`src/rtl/nea_pkg.sv`:
```
// Shared types, codes and microprogram for the epsilon-NFA acceptor.
// No dependencies; used by nea_seq and nfa_epsilon_acceptor_top.
package nea_pkg;

  typedef logic [1:0] cmd_t;
  localparam cmd_t CMD_WR_TRANS = 2'd0;
  localparam cmd_t CMD_WR_EPS   = 2'd1;
  localparam cmd_t CMD_SYMBOL   = 2'd2;
  localparam cmd_t CMD_EMPTY    = 2'd3;

  typedef logic [1:0] cfg_idx_t;
  localparam cfg_idx_t CFG_START_STATE = 2'd0;
  localparam cfg_idx_t CFG_ACCEPT_MASK = 2'd1;
  localparam cfg_idx_t CFG_STAY_SYMBOL = 2'd2;

  localparam logic [4:0] STAY_NONE = 5'd16;

  // datapath operations
  typedef logic [3:0] op_t;
  localparam op_t OP_NOP        = 4'd0;
  localparam op_t OP_CLEAR      = 4'd1;
  localparam op_t OP_ACCEPT     = 4'd2;
  localparam op_t OP_LOAD_START = 4'd3;
  localparam op_t OP_PASS_INIT  = 4'd4;
  localparam op_t OP_CLOSE      = 4'd5;
  localparam op_t OP_SET_STR    = 4'd6;
  localparam op_t OP_TRANS_INIT = 4'd7;
  localparam op_t OP_TRANS      = 4'd8;
  localparam op_t OP_MOVE       = 4'd9;
  localparam op_t OP_REPORT     = 4'd10;
  localparam op_t OP_WR_TRANS   = 4'd11;
  localparam op_t OP_WR_EPS     = 4'd12;

  // jump conditions
  typedef logic [3:0] cond_t;
  localparam cond_t C_NEVER      = 4'd0;
  localparam cond_t C_ALWAYS     = 4'd1;
  localparam cond_t C_NO_ITEM    = 4'd2;
  localparam cond_t C_CMD_WTR    = 4'd3;
  localparam cond_t C_CMD_WEP    = 4'd4;
  localparam cond_t C_SKIP_START = 4'd5;
  localparam cond_t C_MORE       = 4'd6;
  localparam cond_t C_CHG        = 4'd7;
  localparam cond_t C_CMD_EMPTY  = 4'd8;
  localparam cond_t C_NOT_LAST   = 4'd9;
  localparam cond_t C_OUT_BUSY   = 4'd10;
  localparam cond_t C_CLR_MORE   = 4'd11;

  typedef logic [4:0] upc_t;
  localparam upc_t U_CLR      = 5'd0;
  localparam upc_t U_IDLE     = 5'd1;
  localparam upc_t U_DEC_WTR  = 5'd2;
  localparam upc_t U_DEC_WEP  = 5'd3;
  localparam upc_t U_DEC_STR  = 5'd4;
  localparam upc_t U_ST       = 5'd5;
  localparam upc_t U_ST_PASS  = 5'd6;
  localparam upc_t U_ST_SCAN  = 5'd7;
  localparam upc_t U_ST_CHK   = 5'd8;
  localparam upc_t U_ST_EMPTY = 5'd9;
  localparam upc_t U_SET_STR  = 5'd10;
  localparam upc_t U_TR       = 5'd11;
  localparam upc_t U_TR_SCAN  = 5'd12;
  localparam upc_t U_MOVE     = 5'd13;
  localparam upc_t U_CL_PASS  = 5'd14;
  localparam upc_t U_CL_SCAN  = 5'd15;
  localparam upc_t U_CL_CHK   = 5'd16;
  localparam upc_t U_LAST     = 5'd17;
  localparam upc_t U_REP      = 5'd18;
  localparam upc_t U_REP_DONE = 5'd19;
  localparam upc_t U_WTR      = 5'd20;
  localparam upc_t U_WEP      = 5'd21;

  typedef struct packed {
    op_t   op;
    cond_t cond;
    upc_t  target;
  } uword_t;

  // sequencer -> datapath
  typedef struct packed {
    op_t  op;
    logic idle;
  } ctl_t;

  // datapath -> sequencer
  typedef struct packed {
    logic item;
    cmd_t cmd;
    logic in_str;
    logic more;
    logic chg;
    logic last;
    logic out_busy;
    logic clr_more;
  } status_t;

  // control store: fall through to upc+1 unless the condition holds
  function automatic uword_t ucode(upc_t upc);
    uword_t w;
    w = '{op: OP_NOP, cond: C_ALWAYS, target: U_IDLE};
    unique case (upc)
      U_CLR:      w = '{op: OP_CLEAR,      cond: C_CLR_MORE,   target: U_CLR};
      U_IDLE:     w = '{op: OP_ACCEPT,     cond: C_NO_ITEM,    target: U_IDLE};
      U_DEC_WTR:  w = '{op: OP_NOP,        cond: C_CMD_WTR,    target: U_WTR};
      U_DEC_WEP:  w = '{op: OP_NOP,        cond: C_CMD_WEP,    target: U_WEP};
      U_DEC_STR:  w = '{op: OP_NOP,        cond: C_SKIP_START, target: U_TR};
      U_ST:       w = '{op: OP_LOAD_START, cond: C_NEVER,      target: U_IDLE};
      U_ST_PASS:  w = '{op: OP_PASS_INIT,  cond: C_NEVER,      target: U_IDLE};
      U_ST_SCAN:  w = '{op: OP_CLOSE,      cond: C_MORE,       target: U_ST_SCAN};
      U_ST_CHK:   w = '{op: OP_NOP,        cond: C_CHG,        target: U_ST_PASS};
      U_ST_EMPTY: w = '{op: OP_NOP,        cond: C_CMD_EMPTY,  target: U_REP};
      U_SET_STR:  w = '{op: OP_SET_STR,    cond: C_NEVER,      target: U_IDLE};
      U_TR:       w = '{op: OP_TRANS_INIT, cond: C_NEVER,      target: U_IDLE};
      U_TR_SCAN:  w = '{op: OP_TRANS,      cond: C_MORE,       target: U_TR_SCAN};
      U_MOVE:     w = '{op: OP_MOVE,       cond: C_NEVER,      target: U_IDLE};
      U_CL_PASS:  w = '{op: OP_PASS_INIT,  cond: C_NEVER,      target: U_IDLE};
      U_CL_SCAN:  w = '{op: OP_CLOSE,      cond: C_MORE,       target: U_CL_SCAN};
      U_CL_CHK:   w = '{op: OP_NOP,        cond: C_CHG,        target: U_CL_PASS};
      U_LAST:     w = '{op: OP_NOP,        cond: C_NOT_LAST,   target: U_IDLE};
      U_REP:      w = '{op: OP_REPORT,     cond: C_OUT_BUSY,   target: U_REP};
      U_REP_DONE: w = '{op: OP_NOP,        cond: C_ALWAYS,     target: U_IDLE};
      U_WTR:      w = '{op: OP_WR_TRANS,   cond: C_ALWAYS,     target: U_IDLE};
      U_WEP:      w = '{op: OP_WR_EPS,     cond: C_ALWAYS,     target: U_IDLE};
      default:    w = '{op: OP_NOP,        cond: C_ALWAYS,     target: U_IDLE};
    endcase
    return w;
  endfunction

endpackage

```
`src/rtl/nea_seq.sv`:
```
// Microprogram sequencer: step counter, control store lookup, conditional jumps.
// Depends on nea_pkg.
module nea_seq (
  input  logic              clk,
  input  logic              rst_n,
  input  nea_pkg::status_t  st,
  output nea_pkg::ctl_t     ctl
);

  nea_pkg::upc_t   upc_r;
  nea_pkg::upc_t   upc_nxt;
  nea_pkg::uword_t word;
  logic            take;

  always_comb begin
    word = nea_pkg::ucode(upc_r);
    unique case (word.cond)
      nea_pkg::C_NEVER:      take = 1'b0;
      nea_pkg::C_ALWAYS:     take = 1'b1;
      nea_pkg::C_NO_ITEM:    take = !st.item;
      nea_pkg::C_CMD_WTR:    take = (st.cmd == nea_pkg::CMD_WR_TRANS);
      nea_pkg::C_CMD_WEP:    take = (st.cmd == nea_pkg::CMD_WR_EPS);
      nea_pkg::C_SKIP_START: take = st.in_str && (st.cmd == nea_pkg::CMD_SYMBOL);
      nea_pkg::C_MORE:       take = st.more;
      nea_pkg::C_CHG:        take = st.chg;
      nea_pkg::C_CMD_EMPTY:  take = (st.cmd == nea_pkg::CMD_EMPTY);
      nea_pkg::C_NOT_LAST:   take = !st.last;
      nea_pkg::C_OUT_BUSY:   take = st.out_busy;
      nea_pkg::C_CLR_MORE:   take = st.clr_more;
      default:               take = 1'b0;
    endcase
    upc_nxt  = take ? word.target : nea_pkg::upc_t'(upc_r + 1'b1);
    ctl.op   = word.op;
    ctl.idle = (upc_r == nea_pkg::U_IDLE);
  end

  always_ff @(posedge clk) begin
    if (!rst_n) begin
      upc_r <= nea_pkg::U_CLR;
    end else begin
      upc_r <= upc_nxt;
    end
  end

endmodule

```
`src/rtl/nfa_epsilon_acceptor_top.sv`:
```
// Top level of the epsilon-NFA acceptor: registers, table memories and set datapath.
// Depends on nea_pkg and nea_seq.
//
// After reset the block sweeps both tables to zero, one entry a cycle, and
// holds in_stall high meanwhile (config writes still land). A table write
// is decoded and then written in its own step. A string symbol scans the
// transition table one state per cycle on its single read port, then runs
// epsilon-closure passes over the epsilon table the same way until a pass
// adds nothing; the last symbol of a string then goes on to the report. The
// first symbol of a string also pays for the start closure. An empty-string
// request runs only the start closure before its report. The result sits in
// an output register, so the next item is taken while it waits. The epsilon
// closure is taken after every symbol.
module nfa_epsilon_acceptor_top #(
  parameter int NUM_STATES  = 16,
  parameter int NUM_SYMBOLS = 16
) (
  input  logic        clk,
  input  logic        rst_n,
  input  logic        in_valid,
  output logic        in_stall,
  input  logic [1:0]  in_cmd,
  input  logic [3:0]  in_from_state,
  input  logic [3:0]  in_symbol,
  input  logic [15:0] in_target_set,
  input  logic        in_last,
  output logic        out_valid,
  input  logic        out_stall,
  output logic        out_accepted,
  output logic [15:0] out_final_set,
  input  logic        cfg_we,
  input  logic [1:0]  cfg_index,
  input  logic [15:0] cfg_wdata
);

  localparam int NS    = NUM_STATES;
  localparam int SW    = $clog2(NS);
  localparam int CW    = $clog2(NS + 1);
  localparam int DEPTH = NS * NUM_SYMBOLS;
  localparam int TAW   = $clog2(DEPTH);

  nea_pkg::ctl_t    ctl;
  nea_pkg::status_t st;

  // configuration
  logic [3:0]  start_r, start_nxt;
  logic [15:0] accept_r, accept_nxt;
  logic [4:0]  stay_r, stay_nxt;

  // latched item
  nea_pkg::cmd_t cmd_r, cmd_nxt;
  logic [3:0]    from_r, from_nxt;
  logic [3:0]    sym_r, sym_nxt;
  logic [15:0]   tgt_r, tgt_nxt;
  logic          last_r, last_nxt;

  // set datapath
  logic [NS-1:0]  cur_r, cur_nxt;
  logic [NS-1:0]  acc_r, acc_nxt;
  logic [CW-1:0]  si_r, si_nxt;
  logic           chg_r, chg_nxt;
  logic           in_str_r, in_str_nxt;
  logic [TAW-1:0] clr_r, clr_nxt;

  // result register
  logic        out_valid_r, out_valid_nxt;
  logic        out_acc_r, out_acc_nxt;
  logic [15:0] out_set_r, out_set_nxt;

  // memories
  logic [NS-1:0] trans_mem [DEPTH];
  logic [NS-1:0] eps_mem [NS];
  logic [NS-1:0] trans_rd_r;
  logic [NS-1:0] eps_rd_r;

  logic           tr_we, tr_re, eps_we, eps_re;
  logic [TAW-1:0] tr_waddr, tr_raddr;
  logic [NS-1:0]  tr_wdata, eps_wdata;
  logic [SW-1:0]  eps_waddr;

  logic           sym_ok, from_ok, issue, more, cons, cons_on, out_free, stay_hit;
  logic [SW-1:0]  cons_idx;
  logic [NS-1:0]  tgt_fit, start_set;
  logic [NS+15:0] tgt_ext, cur_ext;
  logic [15:0]    cur16;

  always_comb begin
    sym_ok    = (int'(sym_r) < NUM_SYMBOLS);
    from_ok   = (int'(from_r) < NS);
    more      = (si_r != CW'(NS));
    issue     = more;
    cons      = (si_r != '0);
    cons_idx  = SW'(si_r - CW'(1));
    cons_on   = cons && cur_r[cons_idx];
    out_free  = !out_valid_r || !out_stall;
    stay_hit  = ({1'b0, sym_r} == stay_r);
    tgt_ext   = (NS + 16)'(tgt_r);
    tgt_fit   = tgt_ext[NS-1:0];
    cur_ext   = (NS + 16)'(cur_r);
    cur16     = cur_ext[15:0];
    start_set = (int'(start_r) < NS) ? (NS'(1) << start_r) : '0;
  end

  // memory port control
  always_comb begin
    tr_raddr = TAW'(si_r) * TAW'(NUM_SYMBOLS) + TAW'(sym_r);
    tr_re    = (ctl.op == nea_pkg::OP_TRANS) && issue && sym_ok;
    eps_re   = (ctl.op == nea_pkg::OP_CLOSE) && issue;
    if (ctl.op == nea_pkg::OP_CLEAR) begin
      tr_we     = 1'b1;
      tr_waddr  = clr_r;
      tr_wdata  = '0;
      eps_we    = (clr_r < TAW'(NS));
      eps_waddr = SW'(clr_r);
      eps_wdata = '0;
    end else begin
      tr_we     = (ctl.op == nea_pkg::OP_WR_TRANS) && from_ok && sym_ok;
      tr_waddr  = TAW'(from_r) * TAW'(NUM_SYMBOLS) + TAW'(sym_r);
      tr_wdata  = tgt_fit;
      eps_we    = (ctl.op == nea_pkg::OP_WR_EPS) && from_ok;
      eps_waddr = SW'(from_r);
      eps_wdata = tgt_fit;
    end
  end

  always_ff @(posedge clk) begin
    if (tr_we) begin
      trans_mem[tr_waddr] <= tr_wdata;
    end
    if (tr_re) begin
      trans_rd_r <= trans_mem[tr_raddr];
    end
  end

  always_ff @(posedge clk) begin
    if (eps_we) begin
      eps_mem[eps_waddr] <= eps_wdata;
    end
    if (eps_re) begin
      eps_rd_r <= eps_mem[SW'(si_r)];
    end
  end

  // datapath next state
  always_comb begin
    start_nxt     = start_r;
    accept_nxt    = accept_r;
    stay_nxt      = stay_r;
    cmd_nxt       = cmd_r;
    from_nxt      = from_r;
    sym_nxt       = sym_r;
    tgt_nxt       = tgt_r;
    last_nxt      = last_r;
    cur_nxt       = cur_r;
    acc_nxt       = acc_r;
    si_nxt        = si_r;
    chg_nxt       = chg_r;
    in_str_nxt    = in_str_r;
    clr_nxt       = clr_r;
    out_valid_nxt = out_valid_r && out_stall;
    out_acc_nxt   = out_acc_r;
    out_set_nxt   = out_set_r;

    unique case (ctl.op)
      nea_pkg::OP_CLEAR: begin
        clr_nxt = TAW'(clr_r + 1'b1);
      end
      nea_pkg::OP_ACCEPT: begin
        if (in_valid) begin
          cmd_nxt  = in_cmd;
          from_nxt = in_from_state;
          sym_nxt  = in_symbol;
          tgt_nxt  = in_target_set;
          last_nxt = in_last;
        end
      end
      nea_pkg::OP_LOAD_START: begin
        cur_nxt = start_set;
      end
      nea_pkg::OP_PASS_INIT: begin
        si_nxt  = '0;
        chg_nxt = 1'b0;
      end
      nea_pkg::OP_CLOSE: begin
        // in-place sweep: later states see bits added earlier in this pass
        si_nxt = more ? CW'(si_r + 1'b1) : si_r;
        if (cons_on) begin
          cur_nxt = cur_r | eps_rd_r;
          chg_nxt = chg_r | (|(eps_rd_r & ~cur_r));
        end
      end
      nea_pkg::OP_SET_STR: begin
        in_str_nxt = 1'b1;
      end
      nea_pkg::OP_TRANS_INIT: begin
        acc_nxt = stay_hit ? cur_r : '0;
        si_nxt  = '0;
      end
      nea_pkg::OP_TRANS: begin
        si_nxt = more ? CW'(si_r + 1'b1) : si_r;
        if (cons_on && sym_ok) begin
          acc_nxt = acc_r | trans_rd_r;
        end
      end
      nea_pkg::OP_MOVE: begin
        cur_nxt = acc_r;
      end
      nea_pkg::OP_REPORT: begin
        if (out_free) begin
          out_valid_nxt = 1'b1;
          out_acc_nxt   = |(cur16 & accept_r);
          out_set_nxt   = cur16;
          in_str_nxt    = 1'b0;
        end
      end
      nea_pkg::OP_NOP,
      nea_pkg::OP_WR_TRANS,
      nea_pkg::OP_WR_EPS: begin
      end
      default: begin
      end
    endcase

    if (cfg_we) begin
      unique case (cfg_index)
        nea_pkg::CFG_START_STATE: start_nxt  = cfg_wdata[3:0];
        nea_pkg::CFG_ACCEPT_MASK: accept_nxt = cfg_wdata;
        nea_pkg::CFG_STAY_SYMBOL: stay_nxt   = cfg_wdata[4:0];
        default: begin
        end
      endcase
    end
  end

  always_ff @(posedge clk) begin
    if (!rst_n) begin
      start_r     <= '0;
      accept_r    <= '0;
      stay_r      <= nea_pkg::STAY_NONE;
      cur_r       <= '0;
      si_r        <= '0;
      chg_r       <= 1'b0;
      in_str_r    <= 1'b0;
      clr_r       <= '0;
      out_valid_r <= 1'b0;
    end else begin
      start_r     <= start_nxt;
      accept_r    <= accept_nxt;
      stay_r      <= stay_nxt;
      cur_r       <= cur_nxt;
      si_r        <= si_nxt;
      chg_r       <= chg_nxt;
      in_str_r    <= in_str_nxt;
      clr_r       <= clr_nxt;
      out_valid_r <= out_valid_nxt;
    end
  end

  always_ff @(posedge clk) begin
    cmd_r     <= cmd_nxt;
    from_r    <= from_nxt;
    sym_r     <= sym_nxt;
    tgt_r     <= tgt_nxt;
    last_r    <= last_nxt;
    acc_r     <= acc_nxt;
    out_acc_r <= out_acc_nxt;
    out_set_r <= out_set_nxt;
  end

  always_comb begin
    st.item     = in_valid;
    st.cmd      = cmd_r;
    st.in_str   = in_str_r;
    st.more     = more;
    st.chg      = chg_r;
    st.last     = last_r;
    st.out_busy = !out_free;
    st.clr_more = (clr_r != TAW'(DEPTH - 1));
  end

  nea_seq u_seq (
    .clk   (clk),
    .rst_n (rst_n),
    .st    (st),
    .ctl   (ctl)
  );

  assign in_stall      = !ctl.idle;
  assign out_valid     = out_valid_r;
  assign out_accepted  = out_acc_r;
  assign out_final_set = out_set_r;

  // a result appears only from the report step
  a_result_from_report: assert property (@(posedge clk) disable iff (!rst_n)
    $rose(out_valid_r) |-> $past(ctl.op == nea_pkg::OP_REPORT))
    else $error("result raised outside report step");

  // scan index stays within one pass
  a_scan_bound: assert property (@(posedge clk) disable iff (!rst_n)
    si_r <= CW'(NS))
    else $error("scan index past last state");

  // a delivered report closes the string
  a_report_closes: assert property (@(posedge clk) disable iff (!rst_n)
    (ctl.op == nea_pkg::OP_REPORT && out_free) |=> !in_str_r)
    else $error("string still open after report");

  // no item taken during the table clear sweep
  a_no_accept_in_clear: assert property (@(posedge clk) disable iff (!rst_n)
    (ctl.op == nea_pkg::OP_CLEAR) |-> in_stall)
    else $error("item accepted during clear sweep");

endmodule
```
`config.mk`:
```
export PLATFORM = sky130hd
export DESIGN_NAME = nfa_epsilon_acceptor_top
export DESIGN_NICKNAME = d
export VERILOG_FILES = /design/src/rtl/nea_pkg.sv /design/src/rtl/nea_seq.sv /design/src/rtl/nfa_epsilon_acceptor_top.sv
export SDC_FILE = /design/constraint.sdc
export NUM_CORES = 2
export LEC_CHECK = 0
export BUFFER_PORTS_ARGS = -buffer_cell sky130_fd_sc_hd__buf_4
export CELL_PAD_IN_SITES_DETAIL_PLACEMENT = 2
export CELL_PAD_IN_SITES_GLOBAL_PLACEMENT = 2
export CORE_UTILIZATION = 45
export DETAILED_ROUTE_END_ITERATION = 6
export PLACE_DENSITY_LB_ADDON = 0.12
export SKIP_LAST_GASP = 1
export SYNTH_ARGS = -nofsm -noshare
export SYNTH_HDL_FRONTEND = slang
export SYNTH_HIERARCHICAL = 1
export SYNTH_MEMORY_MAX_BITS = 65536
export SYNTH_SLANG_ARGS = --single-unit
```
`constraint.sdc`:
```
create_clock -name clk -period 7.85 [get_ports clk]
set_input_delay 0.3925 -clock clk [delete_from_list [all_inputs] [get_ports clk]]
set_output_delay 0.3925 -clock clk [all_outputs]
set_load 0.01 [all_outputs]
```
==> flow_summary.ini <==
[status]
run_status = complete, but fails checks
failed_checks = capacitance limit, slew limit

[floorplan]
core_area_mm2 = 0.385
start_util = 0.452
die_ar_mm2 = 0.389
die_w_um = 624
top_level_ports = 69
floorplan.rows = 228
die_extent_in_y_um = 624

[synthesis]
yosys.cell_count.top_type = edfxtp_1
synth.top_cells.by_count = 4444 x edfxtp_1, 1090 x mux4_2, 467 x mux2i_1
syn_avg_cell_area_um2 = 22.0
yosysWarningCount = 6
synth.cell_area_mm2 = 0.174
cell_accounting_for_the_most_synthesized_area = edfxtp_1
synth_cell_type_count = 87
synth.top_cells.by_area = edfxtp_1 77%, mux4_2 14%, mux2i_1 2.7%
synthArstFlopShare = 0
synth_edf_count = 4444
ys_seq_area_frac = 0.775
yosys_reg_bits = 4519
mappedNetlistNets = 7972
synth_top_area_share = 0.767
synth_ff_type = edfxtp_1
synthesis.instances = 7910

[final_layout]
fraction_of_final_layout_cells_sized_beyond_drive_strength_1 = 0.263
areaGrowthSynthToFinish_pct = 14.1
final_net_count = 8523

[timing]
hold-worst-slack_ps = 100
hold_violations = 0
fin_ws_ps = 2090
finClkSkew_ps = 58.8
setup_tns_final_ps = 0
final_min_period_over_clock_period = 0.734
max_freq_mhz = 174
max_slew.worst_pin.slew_ps = 1510
report.final.setup_viol = 0
grt_setup_unrepaired = no
post-route-min-period_ps = 5760
timing.final.max_slew_violations = 21
max_slew_margin = -0.0165

[grt]
grt_first_pass_wirelength_um = 787000
grt_antenna_before_repair = 49
gr-usage-all-layers = 0.291
grt_overflow = 0
first_global_vias = 94600
grt_start_max_net_pins = 196

[placed_design]
port_buffers = 68
placement.setup.worst_slack_ps = 2240
place.detailed.hpwl_um = 335000
globalplace.congestion = 0.834

[pwr]
power.clock.fraction = 0.365
power.net_switching_w = 0.0171
pwr-share-seq = 0.486
power_density_mw_per_mm2 = 309
power.combinational.fraction = 0.148
p_int_w = 0.0443
power_leakage_nw = 62.8
ir_drop_mv = 0.342
total_power_w = 0.0613
p_sw_frac = 0.278

[detailed_routing]
routed-wl-met3_um = 38400
number_of_routed_nets_with_antenna_violations = 0
firstDrtPassIters = 6
average_routed_wire_per_standard_cell_um = 40.8
route.vias.total = 88800
average_vias_per_placed_instance = 6.32
wirelength_um = 573000
post-route-drc-count = 0
met2_length_um = 285000
dr.first_iter.drc_count = 10000
wl_met1_um = 226000
top_layer_used = met5

[worst_setup_path]
worst_path_max_delay_cell = edfxtp_1
critPathKind = register to register
critical_path.most_common_cell = buf_4
path_max_fanout = 27
timing.critical_path.arrival_ps = 6480
critical-path-max-stage-delay_ps = 1300
critical_path.endpoint_type = register
crit_path_cell_trace = buf_12, buf_4, buf_4, mux4_2, mux2i_1, o22ai_1, nor3_1, o211ai_1, nor4bb_1
cp-start-kind = register
worst-endpoint-required_ps = 8560

[min_path]
holdCritPathClass = input port to register

[clock_network]
cts.repair_timing.setup_buffer_count = 0
clock_tree.root_cell = clkbuf_16
clock_buffers_created_by_tritoncts = 474
clkTransAtPathRegs_ps = 70
clock_sink_count = 4519
clk_latency_ps = 1040
clock_tree.buffer_depth = 4
tritoncts = yes
htreeDepth = 5

[run]
drv.max_cap_violation_count = 2
==> cell families (layout without fill, tap and decap cells) <==
group / Yosys count / count (layout) / share of synthesized area
xor+xnor: 20 / 20 / 0.00101
compound gates: 543 / 543 / 0.0224
simple gates: 766 / 766 / 0.0202
buf+inv: 490 / 1428 / 0.0122
fa+ha+maj: 12 / 12 / 0.000862
other cells: 0 / 15 / 0
mux: 1560 / 1560 / 0.168
flops: 4519 / 4519 / 0.775
==> state kept, by name (all words and copies together), names as in the netlist, 4 cells and up <==
name / flops
trans_rd_r: 16
eps_rd_r: 16
u_seq/word: 13
from_r: 4
trans_mem: 4096
clr_r: 8
sym_r: 4
stay_r: 5
u_seq/upc_r: 5
cur16: 16
si_r: 5
eps_mem: 256
start_r: 4
acc_r: 16
tgt_fit: 16
out_final_set: 16
accept_r: 16
==> worst paths after layout <==
| kind | startpoint | slack [ps] | depth (start not counted) | end |
|---|---|---|---|---|
| min | in_target_set[9] | 100 | 2 | tgt_fit[9]$_DFFE_PP_ |
| min reg2reg | accept_r[2]$_SDFFE_PN0P_ | 460 | 2 | accept_r[2]$_SDFFE_PN0P_ |
| max reg2reg | sym_r[0]$_DFFE_PP_ | 2090 | 9 | trans_rd_r[1]$_DFFE_PP_ |
| max | sym_r[0]$_DFFE_PP_ | 2090 | 9 | trans_rd_r[1]$_DFFE_PP_ |
==> layer usage <==
metal / up-vias / track usage
li1: 34500 / -
met1: 49300 / 0.385
met2: 3905 / 0.490
met3: 960 / 0.0451
met4: 30 / 0.108
met5: - / 0
==> per-stage QoR <==
| step | utilization | area [µm²] | cells |
|---|---|---|---|
| 3_5_place_dp | 0.475 | 183000 | 13100 |
| 6_report | 0.515 | 199000 | 14000 |
| 3_3_place_gp | 0.475 | 183000 | 13100 |
| 5_1_grt | 0.515 | 199000 | 14000 |
| 2_1_floorplan | - | 174000 | 7910 |
| 4_1_cts | 0.515 | 199000 | 14000 |
==> worst max-delay path, delay by kind of cell (launching register included) <==
kind / cells / cell delay [ps]
flip-flops: 1 / 1300
AND/OR/NAND/NOR: 2 / 1130
AO/OA/AOI/OAI: 2 / 820
multiplexers: 2 / 960
buffers and inverters: 3 / 1190
==> repair_timing <==
action,CTS,global route
hold endpoints to repair,77,0
hold buffers,65,0
gates resized for setup,0,0
setup endpoints to repair,0,0
==> power by group through the flow <==
| stage | registers, W | clock network, W | logic [W] |
|---|---|---|---|
| final | 0.0298 | 0.0224 | 0.00910 |
| after global routing | 0.0298 | 0.0234 | 0.00939 |
| after CTS | 0.0298 | 0.0227 | 0.00915 |
| after detailed placement | 0.0303 | 0 | 0.00907 |
| after global placement | 0.0302 | 0 | 0.00848 |
| after floorplan | 0.0307 | 0 | 0.00466 |
==> area by class of cell <==
| class | instances | area (µm²) |
|---|---|---|
| Fill cell | 32800 | 187000 |
| Sequential cell | 4519 | 135000 |
| Multi-Input combinational cell | 2901 | 37400 |
| Clock buffer | 588 | 12500 |
| Tap cell | 5175 | 6470 |
| Timing Repair Buffer | 520 | 4580 |
| Clock inverter | 275 | 2530 |
| Inverter | 45 | 179 |
| Antenna cell | 15 | 37.5 |
==> placed cells by master (no fill, tap or decap), types with 17 or more instances in the layout <==
cell / netlist / routed
buf_12: 0 / 41
xnor2_1: 17 / 17
clkinvlp_4: 0 / 21
clkbuf_16: 0 / 482
o22ai_1: 145 / 145
clkinv_1: 0 / 124
o2111ai_1: 36 / 36
inv_1: 42 / 42
a221oi_1: 33 / 33
o21ai_0: 66 / 66
bufinv_16: 0 / 42
nor2_1: 362 / 298
dfxtp_1: 75 / 73
o211ai_1: 40 / 40
a21oi_1: 41 / 41
nand2_1: 155 / 137
clkbuf_1: 223 / 106
a22oi_1: 56 / 56
nand4_1: 17 / 17
mux2i_1: 467 / 467
mux4_2: 1090 / 1090
dlygate4sd3_1: 0 / 65
buf_4: 21 / 413
clkinv_2: 0 / 69
o22a_1: 30 / 30
edfxtp_1: 4444 / 4444
nor3_1: 63 / 55
nor2_2: 1 / 60
nand3_1: 42 / 39
No activity file was read; power rests on OpenSTA's default activity.
